## config.mk

```make
export PLATFORM = sky130hd
export DESIGN_NAME = chb_ram
export DESIGN_NICKNAME = d
export VERILOG_FILES = /design/src/rtl/chb_ram.sv
export SDC_FILE = /design/constraint.sdc
export NUM_CORES = 1
export LEC_CHECK = 0
export ABC_CLOCK_PERIOD_IN_PS = 3200
export BUFFER_PORTS_ARGS = -buffer_cell sky130_fd_sc_hd__buf_2
export CORE_AREA = 2 2 111 113
export CTS_CLUSTER_SIZE = 10
export DETAILED_ROUTE_END_ITERATION = 10
export DIE_AREA = 0 0 113 115
export GPL_TIMING_DRIVEN = 1
export HOLD_SLACK_MARGIN = 0.05
export PLACE_DENSITY = 0.69
export SYNTH_ARGS = -nofsm -noshare
export SYNTH_HDL_FRONTEND = slang
export SYNTH_SLANG_ARGS = --single-unit
```

## constraint.sdc

```tcl
create_clock -name clk -period 3.2 [get_ports clk]
set_input_delay 0.16 -clock clk [delete_from_list [all_inputs] [get_ports clk]]
set_output_delay 0.16 -clock clk [all_outputs]
set_load 0.02 [all_outputs]
```

## src/rtl/chb_ram.sv

```systemverilog
// Generic simple dual-port RAM: one write port, one read port with
// registered read data (read-before-write on the same address).
// No dependencies.
module chb_ram #(
  parameter int WIDTH = 8,
  parameter int DEPTH = 16
) (
  input  logic                                   clk,
  input  logic                                   we,
  input  logic [(DEPTH > 1 ? $clog2(DEPTH) : 1)-1:0] waddr,
  input  logic [WIDTH-1:0]                       wdata,
  input  logic                                   re,
  input  logic [(DEPTH > 1 ? $clog2(DEPTH) : 1)-1:0] raddr,
  output logic [WIDTH-1:0]                       rdata
);

  logic [WIDTH-1:0] mem [DEPTH];

  always_ff @(posedge clk) begin
    if (we) begin
      mem[waddr] <= wdata;
    end
    if (re) begin
      rdata <= mem[raddr];
    end
  end

endmodule

```

; After elaboration in Yosys (flattened, before gate mapping)
; Memories as Yosys holds them, arrays and structs flattened. A register that Yosys moved wholly into a read port is not among the register bits.
; Cells that the tools add are included.
[totals]
n_memories = 1
mem_bits_rw = 128
inputBits = 19
reg_bits = 0
wordCells = 3
[classes]
mux = 2
[mem_list]
columns = memory, words, width, read_ports, rd_ports_with_merged_regs, write_ports, line
row1 = mem, 16, 8, 1, 1, 1, 17  ; logic [WIDTH-1:0] mem [DEPTH];
[op_table]
columns = operator, count
row1 = 1-bit two-way mux, 2

; Depth between registers and ports, before layout
[logic_depth]
ltp_word = 2
depth_mapped = 5
mapped_depth_nobuf = 3

; Worst setup path after synthesis
; OpenSTA, ideal clock, no wires.
[synth_path]
path_type = input-to-reg
start = input waddr[2] (netlist name)
end = memory mem[0][0] (enable)
cell_stages = 2
path_buffers = 0
arrival_ns = 1.270
setup_slack_ns = 1.547
path_cell_list = or3b_2 nor3_1
[synth_lines]
columns = element, line
row1 = "start, declared", 10  ; input logic [(DEPTH > 1 ? $clog2(DEPTH) : 1)-1:0] waddr,
row2 = "end, declared", 17
; Straight into the memory's write port.

==> out/metrics.yaml <==
outcome:
  run_status: "finished, violations left"
  failed_checks: "DRC"
logic_synthesis:
  netlist_area_um2: 5230
  yosys_warnings: 0
  postSynthRegisterBits: 136
  yosysSeqAreaShare: 0.781
  ys_types: 18
  synth_nets: 248
  syn_inst: 229
  syn_area_per_cell_um2: 22.8
power:
  finalPower_mw: 4.20
  pwr_density_cell_nw_per_um2: 686
  p_leak_nw: 2.03
  irDropWorstVdd_v: 0.000504
sta:
  finalSetupTns_ns: 0
  finalSetupViolations: 0
  maxSlewViolCount: 0
  fin_crit_sh: 0.521
  max_freq_ghz: 0.600
  finalCriticalPeriod_ns: 1.67
  fin_skew_ns: 0.00899
  slew_headroom: 0.301
  worst_pin_slew_ns: 1.04
  hold_viol: 0
  rsz0062_at_grt: "false"
worst_setup_path:
  max_stage_delay_ns: 0.60
  cpMaxStageDelayCell: "mux4_1"
  startpoint_type: "primary input"
  critPathKind: "primary input to flop"
  worstPathArrival_ns: 1.83
  critical_path.top_delay_family: "buffers and inverters"
  cp_cell_sequence: "buf_2 -> buf_12 -> mux4_1 -> a22oi_1 -> nand2_1"
  cp-startpoint: "raddr[0]"
  regToRegStartpoint: "mem[1][0]$_DFFE_PP_"
  critPathBufInv: 2
  endpoint_kind: "flop"
  worstPathRequired_ns: 3.36
  cp_max_fo: 18
global_route:
  grt_util_all_layers: 0.170
  grt_max_degree: 33
  grt_pass1_vias: 2588
  grt_pass1_wl_um: 15400
  antenna_found_initial: 0
  overflow: 0
worst_hold_path:
  hold_start: "re"
  holdCritPathClass: "primary input to flop"
floorplanning:
  die_x_um: 113
  ios: 27
  die_h_um: 115
  core_um2: 11800
  dieArea_um2: 13000
  rows: 40
  start_util: 0.443
finish:
  layout-drive-gt1-share: 0.273
  final_cell_mix: "edfxtp_1, buf_2, mux4_2"
  num-nets-final: 288
  syn_to_final_growth_pct: 17.0
  n_antenna_cell: 0
  mostFrequentLayoutCell: "edfxtp_1"
clock_tree:
  path_clk_slew_ns: 0.06
  clock-root-buffer: "clkbuf_16"
  clk_path_buf_depth: 2
  htree_levels: 4
  cts_setup_buffers: 0
  cts_buffers: 17
  cts_tree: "built"
  clkLatencyLatePin_ns: 0.41
  cts_resized: 0
  cts_hold_buffers: 0
  cts.sinks: 136
drt:
  wl_met3_um: 713
  vias_per_cell: 5.60
  postRouteAntennaNets: 0
  topRoutingLayerUsed: "met4"
  wirelength_um: 10000
  drcViolationCount: 3
  wire_per_inst_um: 23.4
  vias: 2402
  wl_met2_um: 4910
  dr.pass1.iters: 7
  route.layer.met1.wl_um: 4200
  drt_iter0_drc: 275
flow_run:
  cap_violations: 0
place:
  gp_congestion: 0.727
  numPortBuffers: 26
  dp_hpwl_um: 5750
==> metrics by stage <==
step / cell area, µm² / cells / hold slack, ns / worst slack (ns) / util
floorplan: 5230 / 229 / 0.259 / 1.55 / -
global placement: 5510 / 397 / 0.529 / 1.11 / 0.466
detailed placement: 5510 / 397 / 0.530 / 1.09 / 0.466
CTS: 6120 / 429 / 0.0956 / 1.49 / 0.518
global route: 6120 / 429 / 0.0965 / 1.41 / 0.518
finish: 6120 / 429 / 0.116 / 1.53 / 0.518
==> registers in the layout, indices dropped and copies added, names as in the netlist <==
signal  count
mem       128
rdata       8
==> area by class of cell <==
type	count	area, µm²
clock inverters	13	179
fillers	923	5690
well taps	147	184
multi-input cells	83	1060
flip-flops and latches	136	4080
clock buffers	19	433
repair buffers	31	180
==> final timing paths <==
kind | end | slack [ns] | depth (start not counted)
setup / recovery | rdata[0]$_DFFE_PP_ | 1.53 | 5
hold / removal | rdata[7]$_DFFE_PP_ | 0.12 | 1
setup reg to reg | rdata[0]$_DFFE_PP_ | 1.65 | 3
hold reg to reg | rdata[2]$_DFFE_PP_ | 0.75 | 3
==> power by group <==
part           switching [mW]  internal, mW
clock                   0.696          1.30
combinational           0.111        0.0725
sequential             0.0106          2.01
total                   0.818          3.38
==> synthesized netlist by cell type <==
cell type | count | area share
buf_4 | 1 | 0.0014
mux4_1 | 14 | 0.070
buf_6 | 3 | 0.0065
nand3_1 | 1 | 0.00096
edfxtp_1 | 136 | 0.78
nor3_1 | 4 | 0.0038
or3b_2 | 1 | 0.0017
and2_1 | 1 | 0.0012
nor2b_1 | 1 | 0.0012
mux4_2 | 18 | 0.078
nand2_1 | 9 | 0.0065
buf_2 | 3 | 0.0029
a22oi_1 | 16 | 0.023
and2b_1 | 1 | 0.0014
nor2_1 | 13 | 0.0093
clkdlybuf4s25_2 | 3 | 0.0057
nand3b_1 | 2 | 0.0029
nand2b_1 | 2 | 0.0024
==> cell families (layout without fill, tap and decap cells) <==
kind of cell,Yosys count,count (layout),synth area share
DFF,136,136,0.781
and+or+nand+nor,35,35,0.0314
muxes,32,32,0.148
AOI/OAI and AO/OA,16,16,0.0230
buffers and inverters,10,63,0.0165
==> per-layer routing <==
metal,vias to the layer above,global-route usage
li1,1060,-
met1,1238,0.230
met2,88,0.258
met3,16,0.0548
met4,0,0.0732
met5,-,0
Power figures use the tool's default switching activity.
