==> src/rtl/chb_pkg.sv <==
// Package for the cell histogram binner: field widths, the layout of one
// stored cell word, configuration register indexes and the read-out request.
// No dependencies; chb_readout and cell_histogram_binner import it.
package chb_pkg;

  localparam int CELL_W   = 16;
  localparam int VALUE_W  = 32;
  localparam int CLASS_W  = 3;
  localparam int COUNT_W  = 24;
  localparam int TOTAL_W  = 48;
  localparam int MEAN_W   = 32;
  localparam int PRES_W   = 8;
  localparam int NPRES_W  = 4;

  // Input tdata: cell_req, value, class_id from bit 0 up, padded to bytes.
  localparam int IN_DATA_W  = 56;
  localparam int IN_USER_W  = 1;
  // Output tdata: cell_out, count, total, mean, presence, classes_present.
  localparam int OUT_DATA_W = 136;

  // One stored cell word: {presence, total, count}.
  localparam int WORD_W   = PRES_W + TOTAL_W + COUNT_W;
  localparam int CNT_LSB  = 0;
  localparam int TOT_LSB  = COUNT_W;
  localparam int PRES_LSB = COUNT_W + TOTAL_W;

  localparam logic [COUNT_W-1:0] COUNT_MAX = '1;
  localparam logic [TOTAL_W-1:0] TOTAL_MAX = {1'b0, {(TOTAL_W-1){1'b1}}};
  localparam logic [TOTAL_W-1:0] TOTAL_MIN = {1'b1, {(TOTAL_W-1){1'b0}}};
  localparam logic [MEAN_W-1:0]  MEAN_MAX  = {1'b0, {(MEAN_W-1){1'b1}}};
  localparam logic [MEAN_W-1:0]  MEAN_MIN  = {1'b1, {(MEAN_W-1){1'b0}}};

  // Input action codes.
  localparam logic ACT_BIN  = 1'b0;
  localparam logic ACT_READ = 1'b1;

  // Configuration register indexes.
  localparam int CFG_IDX_W = 2;
  localparam logic [CFG_IDX_W-1:0] CFG_EMIT_ALL  = 2'd0;
  localparam logic [CFG_IDX_W-1:0] CFG_USE_VALS  = 2'd1;
  localparam logic [CFG_IDX_W-1:0] CFG_TRACK_PRS = 2'd2;

  // Divider steps: one quotient bit per cycle over the whole total.
  localparam int DIV_STEPS  = TOTAL_W;
  localparam int DIV_STEP_W = 6;

  typedef struct packed {
    logic [CELL_W-1:0]         cell_idx;
    logic [COUNT_W-1:0]        count;
    logic signed [TOTAL_W-1:0] total;
    logic [PRES_W-1:0]         presence;
  } rd_req_t;

  typedef enum logic [2:0] {
    RD_IDLE = 3'b001,
    RD_DIV  = 3'b010,
    RD_DONE = 3'b100
  } rd_state_t;

endpackage

==> src/rtl/chb_readout.sv <==
// Read-out unit: takes one cell snapshot, divides the total by the count one
// quotient bit per cycle, saturates the mean and holds the result register.
// Depends on chb_pkg.
module chb_readout (
  input  logic                             clk,
  input  logic                             rst_n,
  input  logic                             req_valid,
  input  chb_pkg::rd_req_t                 req,
  output logic                             busy,
  output logic                             out_tvalid,
  input  logic                             out_tready,
  output logic [chb_pkg::OUT_DATA_W-1:0]   out_tdata
);

  import chb_pkg::*;

  rd_state_t               state_r, state_nxt;
  logic [CELL_W-1:0]       cell_r;
  logic [COUNT_W-1:0]      cnt_r;
  logic [TOTAL_W-1:0]      tot_r;
  logic [PRES_W-1:0]       pres_r;
  logic                    neg_r;
  logic [TOTAL_W-1:0]      quo_r, quo_nxt;
  logic [COUNT_W:0]        rem_r, rem_nxt;
  logic [DIV_STEP_W-1:0]   step_r, step_nxt;
  logic                    out_valid_r, out_valid_nxt;
  logic [OUT_DATA_W-1:0]   out_data_r;

  logic [COUNT_W:0]        rem_sh;
  logic                    rem_ge;
  logic [MEAN_W-1:0]       mean;
  logic [NPRES_W-1:0]      npres;
  logic                    load_out;

  assign busy       = (state_r != RD_IDLE);
  assign out_tvalid = out_valid_r;
  assign out_tdata  = out_data_r;

  assign rem_sh = {rem_r[COUNT_W-1:0], quo_r[TOTAL_W-1]};
  assign rem_ge = (rem_sh >= {1'b0, cnt_r});
  assign load_out = (state_r == RD_DONE) && (!out_valid_r || out_tready);

  // Truncation toward zero: divide magnitudes, then restore the sign.
  always_comb begin
    if (neg_r) begin
      if (quo_r > TOTAL_W'({1'b1, {(MEAN_W-1){1'b0}}})) begin
        mean = MEAN_MIN;
      end else begin
        mean = MEAN_W'(-quo_r[MEAN_W-1:0]);
      end
    end else begin
      if (quo_r > TOTAL_W'(MEAN_MAX)) begin
        mean = MEAN_MAX;
      end else begin
        mean = quo_r[MEAN_W-1:0];
      end
    end
  end

  always_comb begin
    npres = '0;
    for (int i = 0; i < PRES_W; i++) begin
      npres = npres + NPRES_W'(pres_r[i]);
    end
  end

  always_comb begin
    state_nxt     = state_r;
    quo_nxt       = quo_r;
    rem_nxt       = rem_r;
    step_nxt      = step_r;
    out_valid_nxt = out_valid_r;
    if (out_valid_r && out_tready) begin
      out_valid_nxt = 1'b0;
    end
    unique case (state_r)
      RD_IDLE: begin
        if (req_valid) begin
          quo_nxt  = req.total[TOTAL_W-1] ? TOTAL_W'(-req.total) : req.total;
          rem_nxt  = '0;
          step_nxt = '0;
          if (req.count == '0) begin
            quo_nxt   = '0;
            state_nxt = RD_DONE;
          end else begin
            state_nxt = RD_DIV;
          end
        end
      end
      RD_DIV: begin
        rem_nxt  = rem_ge ? (rem_sh - {1'b0, cnt_r}) : rem_sh;
        quo_nxt  = {quo_r[TOTAL_W-2:0], rem_ge};
        step_nxt = step_r + 1'b1;
        if (step_r == DIV_STEP_W'(DIV_STEPS - 1)) begin
          state_nxt = RD_DONE;
        end
      end
      RD_DONE: begin
        if (load_out) begin
          out_valid_nxt = 1'b1;
          state_nxt     = RD_IDLE;
        end
      end
      default: state_nxt = RD_IDLE;
    endcase
  end

  always_ff @(posedge clk) begin
    if (!rst_n) begin
      state_r     <= RD_IDLE;
      out_valid_r <= 1'b0;
    end else begin
      state_r     <= state_nxt;
      out_valid_r <= out_valid_nxt;
    end
  end

  always_ff @(posedge clk) begin
    quo_r  <= quo_nxt;
    rem_r  <= rem_nxt;
    step_r <= step_nxt;
    if (state_r == RD_IDLE && req_valid) begin
      cell_r <= req.cell_idx;
      cnt_r  <= req.count;
      tot_r  <= req.total;
      pres_r <= req.presence;
      neg_r  <= req.total[TOTAL_W-1];
    end
    if (load_out) begin
      out_data_r <= {4'd0, npres, pres_r, mean, tot_r, cnt_r, cell_r};
    end
  end

  // A new snapshot may only arrive while the unit is free.
  a_req_when_idle: assert property (@(posedge clk) disable iff (!rst_n)
    req_valid |-> (state_r == RD_IDLE))
    else $error("read-out request while divider busy");

  // The partial remainder stays below the divisor throughout the division.
  a_rem_bound: assert property (@(posedge clk) disable iff (!rst_n)
    (state_r == RD_DIV) |-> (rem_r < {1'b0, cnt_r}))
    else $error("divider remainder out of range");

  // After its last step the divider moves on to RD_DONE.
  a_div_len: assert property (@(posedge clk) disable iff (!rst_n)
    (state_r == RD_DIV && step_r == DIV_STEP_W'(DIV_STEPS - 1)) |=> (state_r == RD_DONE))
    else $error("divider did not finish on its last step");

endmodule

==> config.mk <==
export PLATFORM = sky130hd
export DESIGN_NAME = chb_readout
export DESIGN_NICKNAME = d
export VERILOG_FILES = /design/src/rtl/chb_pkg.sv /design/src/rtl/chb_readout.sv
export SDC_FILE = /design/constraint.sdc
export NUM_CORES = 1
export LEC_CHECK = 0
export ABC_AREA = 1
export BUFFER_PORTS_ARGS = -buffer_cell sky130_fd_sc_hd__clkbuf_2
export CAP_MARGIN = 5
export CORE_ASPECT_RATIO = 2
export CORE_MARGIN = 4
export CORE_UTILIZATION = 39
export CTS_CLUSTER_DIAMETER = 40
export DETAILED_ROUTE_END_ITERATION = 7
export PLACE_DENSITY_LB_ADDON = 0.12
export SLEW_MARGIN = 30
export SYNTH_ARGS = -nofsm -noshare
export SYNTH_HDL_FRONTEND = slang
export SYNTH_SLANG_ARGS = --single-unit
==> constraint.sdc <==
create_clock -name clk -period 13.8 [get_ports clk]
set_input_delay 1.38 -clock clk [delete_from_list [all_inputs] [get_ports clk]]
set_output_delay 1.38 -clock clk [all_outputs]
set_load 0.01 [all_outputs]
Word level (Yosys, flattened, before mapping)
Index checks and enable logic that the tools add are counted.

Logic and storage cells: 62. Bits of input ports: 100. Output and inout bits: 138. Flip-flop bits (word level): 311.

$add $sub $neg: 11. Muxes and demuxes: 20. $lt $le $gt $ge: 3. Eq/ne operators: 8. Reductions and logical operators: 9.

Operators with widths (count): two-way mux 48 bit (3); two-way mux 32 bit (3); case mux 48 bit (2 select lines) (1); > comparator 48 x 31 -> 1 bit (second input constant) (1); > comparator 48 x 32 -> 1 bit (second input constant) (1); two-way mux 24 bit (2); negation 48 bit (1); case mux 24 bit (2 select lines) (1); negation 32 bit (1); greater-or-equal comparator 25 x 24 -> 1 bit (1); zero test 24 bit (1); subtractor 24 bit (1); adder 4 x 1 -> 4 bit (4); two-way mux 3 bit (4); case mux 6 bit (2 select lines) (1); case mux 3 bit (3 select lines) (1); adder 6 x 1 -> 6 bit (second input constant) (1); == test 6 bit (second input constant) (1); two-way mux 6 bit (1); != test 2 bit (second input constant) (3); adder 3 x 1 -> 4 bit (1); adder 2 x 1 -> 3 bit (1); == test 3 x 1 -> 1 bit (second input constant) (1); == test 3 x 2 -> 1 bit (second input constant) (1); 10 further kinds (14).

Logic depth before layout (Yosys ltp)
Depth after elaboration: 7. Gate-level depth with buffers: 15. Depth with buffers taken out: 15.

Least setup slack after synthesis
Ideal clock, no wire load.

Path kind: input to register. Start: input port out_tready. End: register out_data_r[0] (netlist: out_tdata[0]), enable pin. Data required time: 13.174 ns. Data arrival time: 6.943 ns. Path buffers: 0. Setup time: 0.626 ns. Setup slack: 6.231 ns. Stages: 2. Path through: nor2_1 > nor2_1.

Longest elaborated chain between the ends: 2.

Ends and longest elaborated chain: start, declared (RTL line chb_readout.sv:11) `input logic out_tready,`; logical OR 1 bit (RTL line chb_readout.sv:41) `assign load_out = (state_r == RD_DONE) && (!out_valid_r || out_tready);`; logical AND 1 bit (RTL line chb_readout.sv:41); net load_out (RTL line chb_readout.sv:33) `logic load_out;`; end signal, assigned (RTL line chb_readout.sv:130) `out_data_r <= {4'd0, npres, pres_r, mean, tot_r, cnt_r, cell_r};`; end, declared (RTL line chb_readout.sv:27) `logic [OUT_DATA_W-1:0] out_data_r;`.

The timed path passes the listed nets, and every way through them passes these cells. A chain may end at the register's enable or synchronous reset.

Final worst setup path
Start: input port req[63] (netlist name). End: register quo_r[29], data pin.

Longest elaborated chain between the ends: 4.

Ends and longest elaborated chain: start, declared (RTL line chb_readout.sv:8) `input chb_pkg::rd_req_t req,`; zero test 24 bit (RTL line chb_readout.sv:82) `if (req.count == '0) begin`; two-way mux 48 bit (RTL line chb_readout.sv:82); two-way mux 48 bit (RTL line chb_readout.sv:78) `if (req_valid) begin`; case mux 48 bit (2 select lines) (RTL line chb_readout.sv:76) `unique case (state_r)`; net quo_nxt[29] (RTL line chb_readout.sv:23) `logic [TOTAL_W-1:0] quo_r, quo_nxt;`; end signal, assigned (RTL line chb_readout.sv:119) `quo_r <= quo_nxt;`; end, declared (RTL line chb_readout.sv:23).

The timed path passes the listed nets, and every way through them passes these cells. The select of a mux whose other input is x is not followed.

==> load_flow_metrics.sql <==
INSERT INTO impl_metrics (metric_group, metric, value, unit) VALUES
('power', 'p_leak', '7.66', 'nW'),
('place', 'dp_hpwl', '37000', 'µm'),
('clock_network', 'cts_buffer_count', '36', ''),
('yosys', 'synthFlopType', 'edfxtp_1', ''),
('clock_network', 'cts.repair_timing.setup_buffer_count', '0', ''),
('worst_setup_path', 'setup.worst_path.class', 'input pin to register', ''),
('die', 'area_enclosed_by_the_die_boundary', '42500', 'µm²'),
('worst_setup_path', 'worst-r2r-cell-count', '10', ''),
('yosys', 'synth-warning-count', '0', ''),
('route', 'wl_per_cell', '20.3', 'µm'),
('sta', 'final-max-slew-violation-count', '0', ''),
('worst_setup_path', 'critical_path.endpoint_type', 'register', ''),
('worst_setup_path', 'cp-start-kind', 'input pin', ''),
('route', 'drt-total-wl', '47700', 'µm'),
('final_layout', 'fraction_of_layout_instances_using_a_drive_strength_above_1', '18.5', '%'),
('global_routing', 'tot_gr_track_use', '22.3', '%'),
('worst_setup_path', 'critical_path.reg2reg.endpoint', 'quo_r[0]$_DFFE_PP_', ''),
('sta', 'post-route-min-period', '3.18', 'ns'),
('status', 'status', 'complete, no violations', ''),
('yosys', 'synth-seq-area-share', '60.8', '%'),
('route', 'drt-initial-drc-count', '586', ''),
('power', 'power.ir.vdd_worst', '0.0000990', 'V'),
('global_routing', 'grt_pass1_vias', '12300', ''),
('yosys', 'netlist_instances', '1553', ''),
('yosys', 'synthesis.area_per_instance', '9.82', 'µm²'),
('hold_path', 'whs_endpoint', 'out_tdata[60]$_DFFE_PP_', ''),
('sta', 'rsz0062_at_grt', 'no', ''),
('die', 'top_level_ports', '238', ''),
('route', 'vias', '11800', ''),
('worst_setup_path', 'required', '14.05', 'ns'),
('sta', 'fin_crit_sh', '23.0', '%'),
('yosys', 'synth_cell_types', '43', ''),
('die', 'die_w', '148', 'µm'),
('clock_network', 'num_clock_sinks', '310', ''),
('yosys', 'yosysTopAreaCell', 'edfxtp_1', ''),
('route', 'route.detailed.vias_per_inst', '5.02', ''),
('worst_setup_path', 'critical_path_arrival', '3.43', 'ns'),
('place', 'post-place-ws', '10.03', 'ns'),
('route', 'initial_drt_pass_iterations', '5', ''),
('clock_network', 'cts_root_buf', 'clkbuf_16', ''),
('route', 'detail-route-antenna-nets', '0', ''),
('sta', 'fin_worst_hold_slack', '0.413', 'ns'),
('final_layout', 'finalNetCount', '1935', ''),
('hold_path', 'hold_path_class', 'register to register', ''),
('die', 'die_h', '288', 'µm'),
('global_routing', 'residual_overflow_from_global_routing', '0', ''),
('worst_setup_path', 'setup.reg_to_reg.worst_slack', '10.80', 'ns'),
('sta', 'slew-limit-headroom', '41.7', '%'),
('yosys', 'synth_async_sr_flop_share', '0', '%'),
('place', 'place.gp.congestion', '0.947', ''),
('final_layout', 'syn2layout_area_growth', '18.7', '%'),
('yosys', 'largest_cells_by_area_after_synthesis', 'edfxtp_1 (60%), nand2_1 (9.3%), inv_1 (4.8%), nor2_1 (4.4%), nand3_1 (3.4%)', ''),
('global_routing', 'grt_antenna_before_repair', '1', ''),
('clock_network', 'clock_insertion_delay_worst_skew', '0.53', 'ns'),
('sta', 'worst_slack', '10.62', 'ns'),
('sta', 'finalSetupViolCount', '0', ''),
('die', 'floorplan.rows', '102', ''),
('global_routing', 'grt_max_degree', '60', ''),
('clock_network', 'cts_resized', '0', ''),
('global_routing', 'grt_pass1_wl', '70600', 'µm'),
('clock_network', 'cts_buffer_depth', '3', ''),
('place', 'dpl_cell_area', '17000', 'µm²'),
('yosys', 'synth_top_cell_area_share', '60.3', '%'),
('clock_network', 'cts-htree-levels', '2', ''),
('power', 'power.density', '134', 'nW/µm²'),
('sta', 'clock.fmax', '315', 'MHz'),
('hold_path', 'hold_start', 'tot_r[20]$_DFFE_PP_', ''),
('route', 'remaining_drc_errors', '0', ''),
('sta', 'worst-slew-pin-transition', '0.875', 'ns'),
('worst_setup_path', 'worstPathMaxFanout', '30', ''),
('sta', 'totalNegativeSetupSlack', '0', 'ns');
-- metrics by stage --
step	power [mW]	util (%)
global route	2.55	46.8
CTS	2.46	46.8
finish	2.43	46.8
detailed placement	1.54	43.9
global placement	1.53	43.9
floorplan	1.41	-
-- area by class of cell --
type                       instances  area (µm²)
inverter                         205         769
multi-input combinational       1006        5050
clock inverter                    23         188
fill                            3803       20600
clock buffer                      41         941
sequential                       310        9270
antenna                            1        2.50
timing repair buffer             241        1230
tap                              520         651
-- synthesized netlist by cell type, types with 5 or more instances --
cell type	n
nand2_1	377
edfxtp_1	306
inv_1	193
nor2_1	179
nand3_1	105
o21ai_0	73
nand4_1	39
a21oi_1	35
o21ai_1	34
xor2_1	33
ha_1	30
nor3_1	18
o22ai_1	15
clkbuf_1	14
inv_2	12
xnor2_1	12
nor2_2	8
buf_2	7
nand3b_1	7
buf_6	6
fa_1	5
nand2_2	5
-- per-layer routing --
metal	GRT usage, %	up-vias	part of all wire (%)
li1	-	5727	-
met1	17.8	5577	28
met2	47.8	329	61
met3	2.47	139	3.2
met4	14.3	0	7.4
met5	0	-	0
-- kinds of logic after synthesis --
kind of cell / synth area share, %
compound gates: 5.68
simple gates: 21.5
flops: 60.8
buf+inv: 6.36
xor+xnor: 2.58
other cells: 0.0246
fa+ha+maj: 3.12
-- flip-flops by register name, summed over array words and instances, names as in the netlist --
register    flops
tot_r          48
cell_r         16
quo_r          48
cnt_r          24
rem_r          24
out_tdata     132
out_tvalid      1
step_r          6
state_r         3
pres_r          8
-- worst max-delay path by stage --
stage | from | to | slack (ns) | cells past startpoint
CTS | req[63] | quo_r[47]$_DFFE_PP_ | 10.60 | 8
finish | req[63] | quo_r[29]$_DFFE_PP_ | 10.62 | 8
global route | req[63] | quo_r[17]$_DFFE_PP_ | 10.34 | 8
detailed placement | req[63] | quo_r[47]$_DFFE_PP_ | 10.03 | 8
global placement | req[63] | quo_r[28]$_DFFE_PP_ | 9.77 | 8
floorplan | out_tready | out_tdata[0]$_DFFE_PP_ | 6.23 | 2
-- critical path, stage by stage --
cell	delay [ns]
clkbuf_2	0.09
nor2_1	0.12
nand4_1	0.24
nand3b_1	0.26
nand2_1	0.57
inv_2	0.46
nand3_1	0.19
o21ai_0	0.09
-- layout by cell type (no fill, tap or decap), types with 5 or more instances in the layout --
cell / count
a21oi_1: 35
buf_4: 8
clkbuf_16: 37
clkbuf_2: 233
clkinv_1: 7
clkinv_4: 5
edfxtp_1: 306
fa_1: 5
ha_1: 30
inv_1: 191
inv_2: 14
nand2_1: 377
nand2_2: 5
nand3_1: 105
nand3b_1: 7
nand4_1: 39
nor2_1: 177
nor2_2: 8
nor2_4: 6
nor3_1: 17
o21ai_0: 72
o21ai_1: 34
o22ai_1: 15
xnor2_1: 12
xor2_1: 33
-- power breakdown --
part / switching, mW / internal [mW]
registers: 0.0405 / 1.12
logic: 0.251 / 0.108
clock network: 0.394 / 0.518
total: 0.686 / 1.74
Power figures use the tool's default switching activity.
